## config.mk

```make
export PLATFORM = sky130hd
export DESIGN_NAME = adsr_envelope_generator
export DESIGN_NICKNAME = d
export VERILOG_FILES = /design/src/design/adsr_pkg.sv /design/src/design/adsr_regs.sv /design/src/design/adsr_div.sv /design/src/design/adsr_envelope_generator.sv
export VERILOG_INCLUDE_DIRS = /design/src /design/src/design
export SDC_FILE = /design/constraint.sdc
export NUM_CORES = 2
export LEC_CHECK = 0
export BUFFER_PORTS_ARGS = -buffer_cell sky130_fd_sc_hd__buf_2
export CAP_MARGIN = 25
export CORE_ASPECT_RATIO = 1.2
export CORE_UTILIZATION = 35
export CTS_CLUSTER_SIZE = 8
export DETAILED_ROUTE_END_ITERATION = 7
export GPL_ROUTABILITY_DRIVEN = 0
export PLACE_DENSITY = 0.57
export SYNTH_ARGS = -nofsm -noshare
export SYNTH_HDL_FRONTEND = slang
export SYNTH_HIERARCHICAL = 1
export SYNTH_SLANG_ARGS = --single-unit
```

## constraint.sdc

```tcl
create_clock -name clk -period 11 [get_ports clk]
set_input_delay 1.1 -clock clk [delete_from_list [all_inputs] [get_ports clk]]
set_output_delay 1.1 -clock clk [all_outputs]
set_load 0.01 [all_outputs]
```

## src/design/adsr_envelope_generator_macros.svh

```systemverilog
// Assertion macros for the ADSR envelope generator.
// Used by the top level; expects signals clk and rst in scope.
`ifndef ADSR_ENVELOPE_GENERATOR_MACROS_SVH
`define ADSR_ENVELOPE_GENERATOR_MACROS_SVH

`ifndef ASSERT_OFF
// Check a property at every clock edge outside reset.
`define ADSR_ASSERT(label, prop, msg) \
  label: assert property (@(posedge clk) disable iff (rst) (prop)) else $error(msg);
// Check that a condition in one cycle implies another in the next.
`define ADSR_ASSERT_NEXT(label, ante, cons, msg) \
  label: assert property (@(posedge clk) disable iff (rst) (ante) |=> (cons)) \
    else $error(msg);
`else
`define ADSR_ASSERT(label, prop, msg)
`define ADSR_ASSERT_NEXT(label, ante, cons, msg)
`endif

`endif

```

## src/design/adsr_pkg.sv

```systemverilog
// Shared types and constants for the ADSR envelope generator.
// No dependencies; imported by every module of the block.
package adsr_pkg;

  localparam int LEVEL_FRACTION_BITS = 7;

  localparam int TICK_W  = 24;
  localparam int CNT_W   = 32;
  localparam int AMP_W   = 15;
  localparam int LEVEL_W = 8;
  localparam int ADDR_W  = 5;
  localparam int DATA_W  = 32;

  // Multiplier and divider widths
  localparam int MAG_W  = CNT_W + 1;
  localparam int PROD_W = AMP_W + MAG_W;
  localparam int DIVD_W = AMP_W + TICK_W;
  localparam int QUO_W  = AMP_W + 1;
  localparam int QCNT_W = $clog2(QUO_W);

  localparam logic [AMP_W-1:0] FULL_SCALE = AMP_W'(255 << LEVEL_FRACTION_BITS);

  typedef enum logic [2:0] {
    PH_ATTACK  = 3'd0,
    PH_DECAY   = 3'd1,
    PH_SUSTAIN = 3'd2,
    PH_RELEASE = 3'd3,
    PH_DONE    = 3'd4
  } phase_t;

  typedef enum logic [2:0] {
    REG_ATTACK  = 3'd0,
    REG_DECAY   = 3'd1,
    REG_SUSTAIN = 3'd2,
    REG_RELEASE = 3'd3,
    REG_LEVEL   = 3'd4
  } reg_idx_t;

  typedef struct packed {
    logic [TICK_W-1:0]  attack_ticks;
    logic [TICK_W-1:0]  decay_ticks;
    logic [TICK_W-1:0]  sustain_ticks;
    logic [TICK_W-1:0]  release_ticks;
    logic [LEVEL_W-1:0] sustain_level;
  } cfg_t;

  typedef struct packed {
    logic trigger;
    logic release_request;
  } item_t;

  typedef struct packed {
    logic [AMP_W-1:0] amplitude;
    logic [2:0]       phase;
  } result_t;

  typedef struct packed {
    logic              start;
    logic [DIVD_W-1:0] dividend;
    logic [TICK_W-1:0] divisor;
  } div_req_t;

  typedef struct packed {
    logic             done;
    logic [QUO_W-1:0] quotient;
  } div_rsp_t;

endpackage

```

## src/design/adsr_regs.sv

```systemverilog
// APB register file for the envelope durations and sustain level.
// Depends on adsr_pkg.
module adsr_regs (
  input  logic                        clk,
  input  logic                        rst,
  input  logic                        psel,
  input  logic                        penable,
  input  logic                        pwrite,
  input  logic [adsr_pkg::ADDR_W-1:0] paddr,
  input  logic [adsr_pkg::DATA_W-1:0] pwdata,
  output logic [adsr_pkg::DATA_W-1:0] prdata,
  output logic                        pready,
  output adsr_pkg::cfg_t              cfg
);
  import adsr_pkg::*;

  reg_idx_t idx;
  logic     wr_en;

  assign idx    = reg_idx_t'(paddr[ADDR_W-1:2]);
  assign wr_en  = psel && penable && pwrite;
  assign pready = 1'b1;

  always_ff @(posedge clk) begin
    if (rst) begin
      cfg.attack_ticks  <= TICK_W'(1);
      cfg.decay_ticks   <= TICK_W'(1);
      cfg.sustain_ticks <= '0;
      cfg.release_ticks <= TICK_W'(1);
      cfg.sustain_level <= '1;
    end else if (wr_en) begin
      case (idx)
        REG_ATTACK:  cfg.attack_ticks  <= pwdata[TICK_W-1:0];
        REG_DECAY:   cfg.decay_ticks   <= pwdata[TICK_W-1:0];
        REG_SUSTAIN: cfg.sustain_ticks <= pwdata[TICK_W-1:0];
        REG_RELEASE: cfg.release_ticks <= pwdata[TICK_W-1:0];
        REG_LEVEL:   cfg.sustain_level <= pwdata[LEVEL_W-1:0];
        default: ;
      endcase
    end
  end

  always_comb begin
    case (idx)
      REG_ATTACK:  prdata = DATA_W'(cfg.attack_ticks);
      REG_DECAY:   prdata = DATA_W'(cfg.decay_ticks);
      REG_SUSTAIN: prdata = DATA_W'(cfg.sustain_ticks);
      REG_RELEASE: prdata = DATA_W'(cfg.release_ticks);
      REG_LEVEL:   prdata = DATA_W'(cfg.sustain_level);
      default:     prdata = '0;
    endcase
  end

endmodule

```

## src/design/adsr_div.sv

```systemverilog
// Shared restoring divider: one quotient bit per cycle, saturating quotient.
// Depends on adsr_pkg.
module adsr_div (
  input  logic               clk,
  input  logic               rst,
  input  adsr_pkg::div_req_t req,
  output adsr_pkg::div_rsp_t rsp
);
  import adsr_pkg::*;

  logic              busy;
  logic              done;
  logic [QCNT_W-1:0] cnt;
  logic [TICK_W-1:0] rem;
  logic [QUO_W-1:0]  sh;
  logic              ovf;
  logic [TICK_W:0]   rem_sh;
  logic              q_bit;

  // Quotient would not fit: saturate instead of iterating
  assign ovf    = {1'b0, req.dividend[DIVD_W-1:QUO_W]} >= req.divisor;
  assign rem_sh = {rem, sh[QUO_W-1]};
  assign q_bit  = rem_sh >= {1'b0, req.divisor};

  always_ff @(posedge clk) begin
    if (rst) begin
      busy <= 1'b0;
      done <= 1'b0;
      cnt  <= '0;
    end else begin
      done <= 1'b0;
      if (req.start) begin
        busy <= !ovf;
        done <= ovf;
        cnt  <= QCNT_W'(QUO_W - 1);
      end else if (busy) begin
        if (cnt == '0) begin
          busy <= 1'b0;
          done <= 1'b1;
        end else begin
          cnt <= cnt - 1'b1;
        end
      end
    end
  end

  always_ff @(posedge clk) begin
    if (req.start) begin
      rem <= {1'b0, req.dividend[DIVD_W-1:QUO_W]};
      sh  <= ovf ? '1 : req.dividend[QUO_W-1:0];
    end else if (busy) begin
      rem <= q_bit ? TICK_W'(rem_sh - {1'b0, req.divisor}) : rem_sh[TICK_W-1:0];
      sh  <= {sh[QUO_W-2:0], q_bit};
    end
  end

  assign rsp.done     = done;
  assign rsp.quotient = sh;

endmodule

```

## src/design/adsr_envelope_generator.sv

```systemverilog
// Linear ADSR envelope generator, one input beat per envelope tick and one result beat
// back, configured over APB (durations at 0x0..0xC, sustain level at 0x10). An item goes
// straight to the finish when the level needs no division (sustain, done, ramp ends);
// otherwise it passes through the level multiply and the 16 steps of the shared restoring
// divider that follows it. The block takes the next beat only once the current one is
// finished; a finished result waits in the output register. Depends on adsr_pkg,
// adsr_regs, adsr_div and the macro header.
`include "adsr_envelope_generator_macros.svh"

module adsr_envelope_generator (
  input  logic                        clk,
  input  logic                        rst,
  input  logic                        psel,
  input  logic                        penable,
  input  logic                        pwrite,
  input  logic [adsr_pkg::ADDR_W-1:0] paddr,
  input  logic [adsr_pkg::DATA_W-1:0] pwdata,
  output logic [adsr_pkg::DATA_W-1:0] prdata,
  output logic                        pready,
  input  logic                        item_valid,
  output logic                        item_ready,
  input  adsr_pkg::item_t             item,
  output logic                        result_valid,
  input  logic                        result_ready,
  output adsr_pkg::result_t           result
);
  import adsr_pkg::*;

  typedef enum logic [5:0] {
    S_IDLE = 6'b000001,
    S_PREP = 6'b000010,
    S_MUL  = 6'b000100,
    S_DIV  = 6'b001000,
    S_DIVW = 6'b010000,
    S_FIN  = 6'b100000
  } state_t;

  cfg_t     cfg;
  div_req_t div_req;
  div_rsp_t div_rsp;

  state_t state, state_next;

  phase_t           cur_phase;
  logic [CNT_W-1:0] elapsed;
  logic [AMP_W-1:0] held_level;

  // Work registers for the item in flight
  phase_t            ph_work;
  logic [CNT_W-1:0]  t_work;
  logic              direct;
  logic [AMP_W-1:0]  direct_amp;
  logic              dec_pos;
  logic              dec_neg;
  logic              sus_expire;
  logic [AMP_W-1:0]  mul_x;
  logic [MAG_W-1:0]  mul_y;
  logic [TICK_W-1:0] divisor;
  logic [PROD_W-1:0] prod;

  // Entry
  logic             accept;
  phase_t           ph_in;
  logic [CNT_W-1:0] t_in;

  // Operand setup
  logic [TICK_W-1:0] a_eff, d_eff, r_eff;
  logic [AMP_W-1:0]  s_lvl;
  logic [TICK_W:0]   sum_ad;
  logic [CNT_W+1:0]  k;
  logic [CNT_W+1:0]  k_abs;
  logic              k_neg;
  logic              k_ge_d;
  logic [TICK_W+1:0] sus_sum;
  logic              p_direct, p_pos, p_neg, p_expire;
  logic [AMP_W-1:0]  p_amp, p_x;
  logic [MAG_W-1:0]  p_y;
  logic [TICK_W-1:0] p_div;

  // Finish
  logic              commit;
  logic [QUO_W-1:0]  q;
  logic [QUO_W:0]    sum_q;
  logic [AMP_W-1:0]  amp;
  phase_t            ph_next;
  logic [AMP_W-1:0]  held_next;
  logic [CNT_W-1:0]  t_base;
  logic [CNT_W-1:0]  elapsed_next;

  adsr_regs u_regs (
    .clk     (clk),
    .rst     (rst),
    .psel    (psel),
    .penable (penable),
    .pwrite  (pwrite),
    .paddr   (paddr),
    .pwdata  (pwdata),
    .prdata  (prdata),
    .pready  (pready),
    .cfg     (cfg)
  );

  adsr_div u_div (
    .clk (clk),
    .rst (rst),
    .req (div_req),
    .rsp (div_rsp)
  );

  assign item_ready = (state == S_IDLE);
  assign accept     = item_valid && item_ready;
  assign commit     = (state == S_FIN) && (!result_valid || result_ready);

  // Trigger first, then release request
  always_comb begin
    ph_in = item.trigger ? PH_ATTACK : cur_phase;
    t_in  = item.trigger ? '0 : elapsed;
    if (item.release_request && ph_in != PH_RELEASE && ph_in != PH_DONE) begin
      ph_in = PH_RELEASE;
      t_in  = '0;
    end
  end

  assign a_eff   = (cfg.attack_ticks  == '0) ? TICK_W'(1) : cfg.attack_ticks;
  assign d_eff   = (cfg.decay_ticks   == '0) ? TICK_W'(1) : cfg.decay_ticks;
  assign r_eff   = (cfg.release_ticks == '0) ? TICK_W'(1) : cfg.release_ticks;
  assign s_lvl   = AMP_W'(cfg.sustain_level) << LEVEL_FRACTION_BITS;
  assign sum_ad  = {1'b0, a_eff} + {1'b0, d_eff};
  assign k       = (CNT_W+2)'(sum_ad) - {2'b00, t_work};
  assign k_neg   = k[CNT_W+1];
  assign k_abs   = k_neg ? ((CNT_W+2)'(0) - k) : k;
  assign k_ge_d  = $signed(k) >= $signed({{(CNT_W+2-TICK_W){1'b0}}, d_eff});
  assign sus_sum = (TICK_W+2)'(cfg.sustain_ticks) + (TICK_W+2)'(d_eff)
                 + (TICK_W+2)'(a_eff);

  always_comb begin
    p_direct = 1'b1;
    p_amp    = '0;
    p_pos    = 1'b0;
    p_neg    = 1'b0;
    p_x      = '0;
    p_y      = '0;
    p_div    = a_eff;
    p_expire = (cfg.sustain_ticks != '0) && (t_work >= CNT_W'(sus_sum));
    case (ph_work)
      PH_ATTACK: begin
        p_direct = t_work >= CNT_W'(a_eff);
        p_amp    = FULL_SCALE;
        p_x      = FULL_SCALE;
        p_y      = MAG_W'(t_work[TICK_W-1:0]);
        p_div    = a_eff;
      end
      PH_DECAY: begin
        p_direct = k_ge_d;
        p_amp    = FULL_SCALE;
        p_x      = FULL_SCALE - s_lvl;
        p_y      = k_abs[MAG_W-1:0];
        p_pos    = !k_neg;
        p_neg    = k_neg;
        p_div    = d_eff;
      end
      PH_SUSTAIN: begin
        p_amp = s_lvl;
      end
      PH_RELEASE: begin
        p_direct = t_work >= CNT_W'(r_eff);
        p_x      = held_level;
        p_y      = MAG_W'(r_eff - t_work[TICK_W-1:0]);
        p_div    = r_eff;
      end
      default: ;
    endcase
  end

  // Saturate the product so the quotient only needs its low bits
  assign div_req.start    = (state == S_DIV);
  assign div_req.dividend = (|prod[PROD_W-1:DIVD_W]) ? '1 : prod[DIVD_W-1:0];
  assign div_req.divisor  = divisor;

  assign q     = div_rsp.quotient;
  assign sum_q = (QUO_W+1)'(s_lvl) + (QUO_W+1)'(q);

  always_comb begin
    if (direct) begin
      amp = direct_amp;
    end else if (dec_pos) begin
      amp = (sum_q > (QUO_W+1)'(FULL_SCALE)) ? FULL_SCALE : sum_q[AMP_W-1:0];
    end else if (dec_neg) begin
      amp = (q >= QUO_W'(s_lvl)) ? '0 : AMP_W'(s_lvl - q[AMP_W-1:0]);
    end else begin
      amp = (q > QUO_W'(FULL_SCALE)) ? FULL_SCALE : q[AMP_W-1:0];
    end
  end

  always_comb begin
    ph_next   = ph_work;
    held_next = held_level;
    t_base    = t_work;
    case (ph_work)
      PH_ATTACK: begin
        held_next = amp;
        ph_next   = direct ? PH_DECAY : PH_ATTACK;
      end
      PH_DECAY: begin
        held_next = amp;
        ph_next   = (amp <= s_lvl) ? PH_SUSTAIN : PH_DECAY;
      end
      PH_SUSTAIN: begin
        held_next = amp;
        if (sus_expire) begin
          ph_next = PH_RELEASE;
          t_base  = '0;
        end
      end
      PH_RELEASE: begin
        ph_next = (amp == '0) ? PH_DONE : PH_RELEASE;
      end
      default: begin
        ph_next = PH_DONE;
      end
    endcase
  end

  // Tick count holds at its top value
  assign elapsed_next = (&t_base) ? t_base : t_base + 1'b1;

  always_comb begin
    state_next = state;
    case (state)
      S_IDLE: if (accept) state_next = S_PREP;
      S_PREP: state_next = p_direct ? S_FIN : S_MUL;
      S_MUL:  state_next = S_DIV;
      S_DIV:  state_next = S_DIVW;
      S_DIVW: if (div_rsp.done) state_next = S_FIN;
      S_FIN:  if (commit) state_next = S_IDLE;
      default: state_next = S_IDLE;
    endcase
  end

  always_ff @(posedge clk) begin
    if (rst) begin
      state        <= S_IDLE;
      cur_phase    <= PH_DONE;
      elapsed      <= '0;
      held_level   <= '0;
      result_valid <= 1'b0;
    end else begin
      state <= state_next;
      if (commit) begin
        cur_phase    <= ph_next;
        elapsed      <= elapsed_next;
        held_level   <= held_next;
        result_valid <= 1'b1;
      end else if (result_ready) begin
        result_valid <= 1'b0;
      end
    end
  end

  always_ff @(posedge clk) begin
    if (accept) begin
      ph_work <= ph_in;
      t_work  <= t_in;
    end
    if (state == S_PREP) begin
      direct     <= p_direct;
      direct_amp <= p_amp;
      dec_pos    <= p_pos;
      dec_neg    <= p_neg;
      sus_expire <= p_expire;
      mul_x      <= p_x;
      mul_y      <= p_y;
      divisor    <= p_div;
    end
    if (state == S_MUL) begin
      prod <= PROD_W'(mul_x) * PROD_W'(mul_y);
    end
    if (commit) begin
      result.amplitude <= amp;
      result.phase     <= ph_next;
    end
  end

  `ADSR_ASSERT_NEXT(a_one_at_a_time, item_valid && item_ready, !item_ready, "beat accepted while busy")
  `ADSR_ASSERT(a_amp_range, !result_valid || (result.amplitude <= FULL_SCALE), "amplitude above full scale")
  `ADSR_ASSERT(a_done_silent, !(result_valid && result.phase == PH_DONE) || (result.amplitude == '0), "done phase with nonzero amplitude")
  `ADSR_ASSERT(a_held_range, held_level <= FULL_SCALE, "held level above full scale")

endmodule

```

==> flow_metrics.env <==
export IMPL_synth_avg_cell_area_um2=9.06
export IMPL_fmax_ghz=0.128
export IMPL_worstMarginPinSlew_ns=1.09
export IMPL_status="finished clean"
export IMPL_synthArstFlopShare=0
export IMPL_grt_pass1_vias=36400
export IMPL_dp_cells=6561
export IMPL_htreeDepth=2
export IMPL_ys_flop_type="edfxtp_1"
export IMPL_mostFrequentLayoutCell="inv_1"
export IMPL_synth_distinct_cells=114
export IMPL_syn2layout_area_growth_pct=7.43
export IMPL_path_common_cell="fa_1"
export IMPL_synth_cells=5037
export IMPL_crit_arrival_ns=8.22
export IMPL_core_area_mm2=0.129
export IMPL_cpPeakStageDelay_ns=0.76
export IMPL_cts_hold_buffers=0
export IMPL_worst_slack_ns=3.18
export IMPL_ant_nets=0
export IMPL_ys_seq_elements=392
export IMPL_ys_warn_count=6
export IMPL_multi_input_area_mm2=0.0321
export IMPL_critPathKind="flop to flop"
export IMPL_cts_sinks=392
export IMPL_syn_area_mm2=0.0456
export IMPL_hold_class="flop to flop"
export IMPL_wl_um=140000
export IMPL_drtPass1Iterations=7
export IMPL_rsz0062_at_grt="no"
export IMPL_place_hpwl_um=108000
export IMPL_place_ws_ns=3.16
export IMPL_finalMaxSlewViolations=0
export IMPL_fin_crit_ns=7.82
export IMPL_die_w_um=332
export IMPL_cts_max_path_buffers=3
export IMPL_ys_seq_area_frac=0.221
export IMPL_crit_chain="nand2_1 > fa_1 > inv_1 > fa_1 > fa_1 > inv_1 > fa_1 > fa_1 > inv_1 > fa_1 > ha_1 > a211oi_1 > o21ai_0 > a21oi_1 > o21ai_0 > a31o_2 > a2111oi_0 > o2111ai_1 > a31oi_1 > o21ai_0 > xor2_1"
export IMPL_fill_cells=12900
export IMPL_grt_max_degree=86
export IMPL_antenna_found_initial=5
export IMPL_slowest_stage="edfxtp_1"
export IMPL_finalClockSkew_ns=0.0328
export IMPL_rows=144
export IMPL_drv_cap=0
export IMPL_final_cells=6660
export IMPL_drc=0
export IMPL_post_cts_buffers=0
export IMPL_seq_area_mm2=0.0101
export IMPL_cp_required_ns=11.39
export IMPL_port_buffers=79
export IMPL_cts_repair_resized=0
export IMPL_cts_buffers=56
export IMPL_io_pins=99
export IMPL_avgViaCountPerCell=5.45
export IMPL_dr_first_iter_drc_count=2838
export IMPL_final_nets=5826
export IMPL_cts_root_buffer="clkbuf_16"
export IMPL_worst_r2r_path_depth=21
export IMPL_tritoncts="done"
export IMPL_min_delay_path_depth=2
export IMPL_cp_start_kind="flop"
export IMPL_tns_ns=0
export IMPL_start_util=0.354
export IMPL_gr_total_overflow=0
export IMPL_clock_latency_ns=0.65
export IMPL_drt_wirelength_per_cell_um=21.0
export IMPL_clkTransAtPathRegs_ns=0.05
export IMPL_end_kind="flop"
export IMPL_slew_headroom=0.255
export IMPL_layout_common_cells="inv_1, nand2_1, fa_1, ha_1, and2_1"
export IMPL_die_area_mm2=0.132
export IMPL_setup_viol=0
export IMPL_drive_above_1_share=0.0667
export IMPL_grt_use_total=0.212
export IMPL_grt_pass1_wl_um=218000
export IMPL_min_period_over_period=0.711
export IMPL_vias=36300
export IMPL_synth_edf_count=224
export IMPL_fp_dieH_um=397
export IMPL_critPathMaxFanout=15
export IMPL_hold_viol=0
==> cell usage after synthesis (109+ instances only) <==
cell type / instances / area (µm²)
xnor2_1: 109 / 955
ha_1: 390 / 4880
dfxtp_1: 168 / 3360
clkbuf_1: 245 / 920
mux2i_1: 160 / 1600
nor2_1: 253 / 950
and2_1: 265 / 1660
inv_1: 572 / 2150
nand2_1: 516 / 1940
a21oi_1: 224 / 1120
nand2b_1: 153 / 957
edfxtp_1: 224 / 6730
fa_1: 449 / 8990
o21ai_0: 161 / 806
==> routing by layer <==
metal  wire (µm)  up-vias  GRT usage
met1       57900    18000      0.271
met4        5810        2     0.0866
met5          13        -          0
met3        7920      271     0.0241
li1            -    16800          -
met2       68300     1185      0.365
==> path summary, 6_finish.rpt <==
path	start	endpoint	slack, ns
worst min-delay path	elapsed[30]	elapsed[30]	0.45
worst max register to register	mul_y[6]	prod[45]	3.18
worst min register to register	elapsed[30]	elapsed[30]	0.45
worst max-delay path	mul_y[6]	prod[45]	3.18
==> through the flow <==
stage | utilization | hold WS, ns | instance area (µm²)
2_1_floorplan | - | 0.417 | 45600
3_3_place_gp | 0.367 | 0.426 | 47300
3_5_place_dp | 0.367 | 0.435 | 47300
4_1_cts | 0.380 | 0.448 | 49000
5_1_grt | 0.380 | 0.465 | 49000
6_report | 0.380 | 0.449 | 49000
==> kinds of logic after synthesis <==
group / Yosys count / synth area share
adder cells (fa/ha/maj): 839 / 0.304
flip-flops: 392 / 0.221
AO/OA/AOI/OAI: 902 / 0.132
other: 2 / 0.000165
AND/OR/NAND/NOR: 1662 / 0.186
buffers and inverters: 882 / 0.0765
XOR/XNOR: 171 / 0.0330
multiplexers: 187 / 0.0464
==> critical path: cells and delay by family (launching register included) <==
| family | cells | cell delay [ns] |
|---|---|---|
| adders and majority gates | 7 | 3.40 |
| AOI/OAI and AO/OA | 9 | 2.94 |
| and+or+nand+nor | 1 | 0.16 |
| buffers and inverters | 3 | 0.16 |
| xor gates and xnor gates | 1 | 0.15 |
| DFF | 1 | 0.76 |
==> state kept, by name, summed over array words and instances (netlist names), 16 cells and up <==
signal,count
u_regs/cfg,104
prod,48
mul_y,33
elapsed,32
t_work,32
divisor,24
u_div/rem,24
result,18
u_div/sh,16
==> area by class of cell <==
class,count,share of cell area
timing repair buffer,143,0.0183
sequential,392,0.206
clock inverter,5,0.00112
multi-input combinational,3770,0.655
inverter,578,0.0443
antenna,3,0.000153
tap,1679,0.0429
clock buffer,90,0.0320
Power is left out: the tool's default activity adds up to more than one toggle a clock period on the data nets, which glitch-free logic cannot reach.
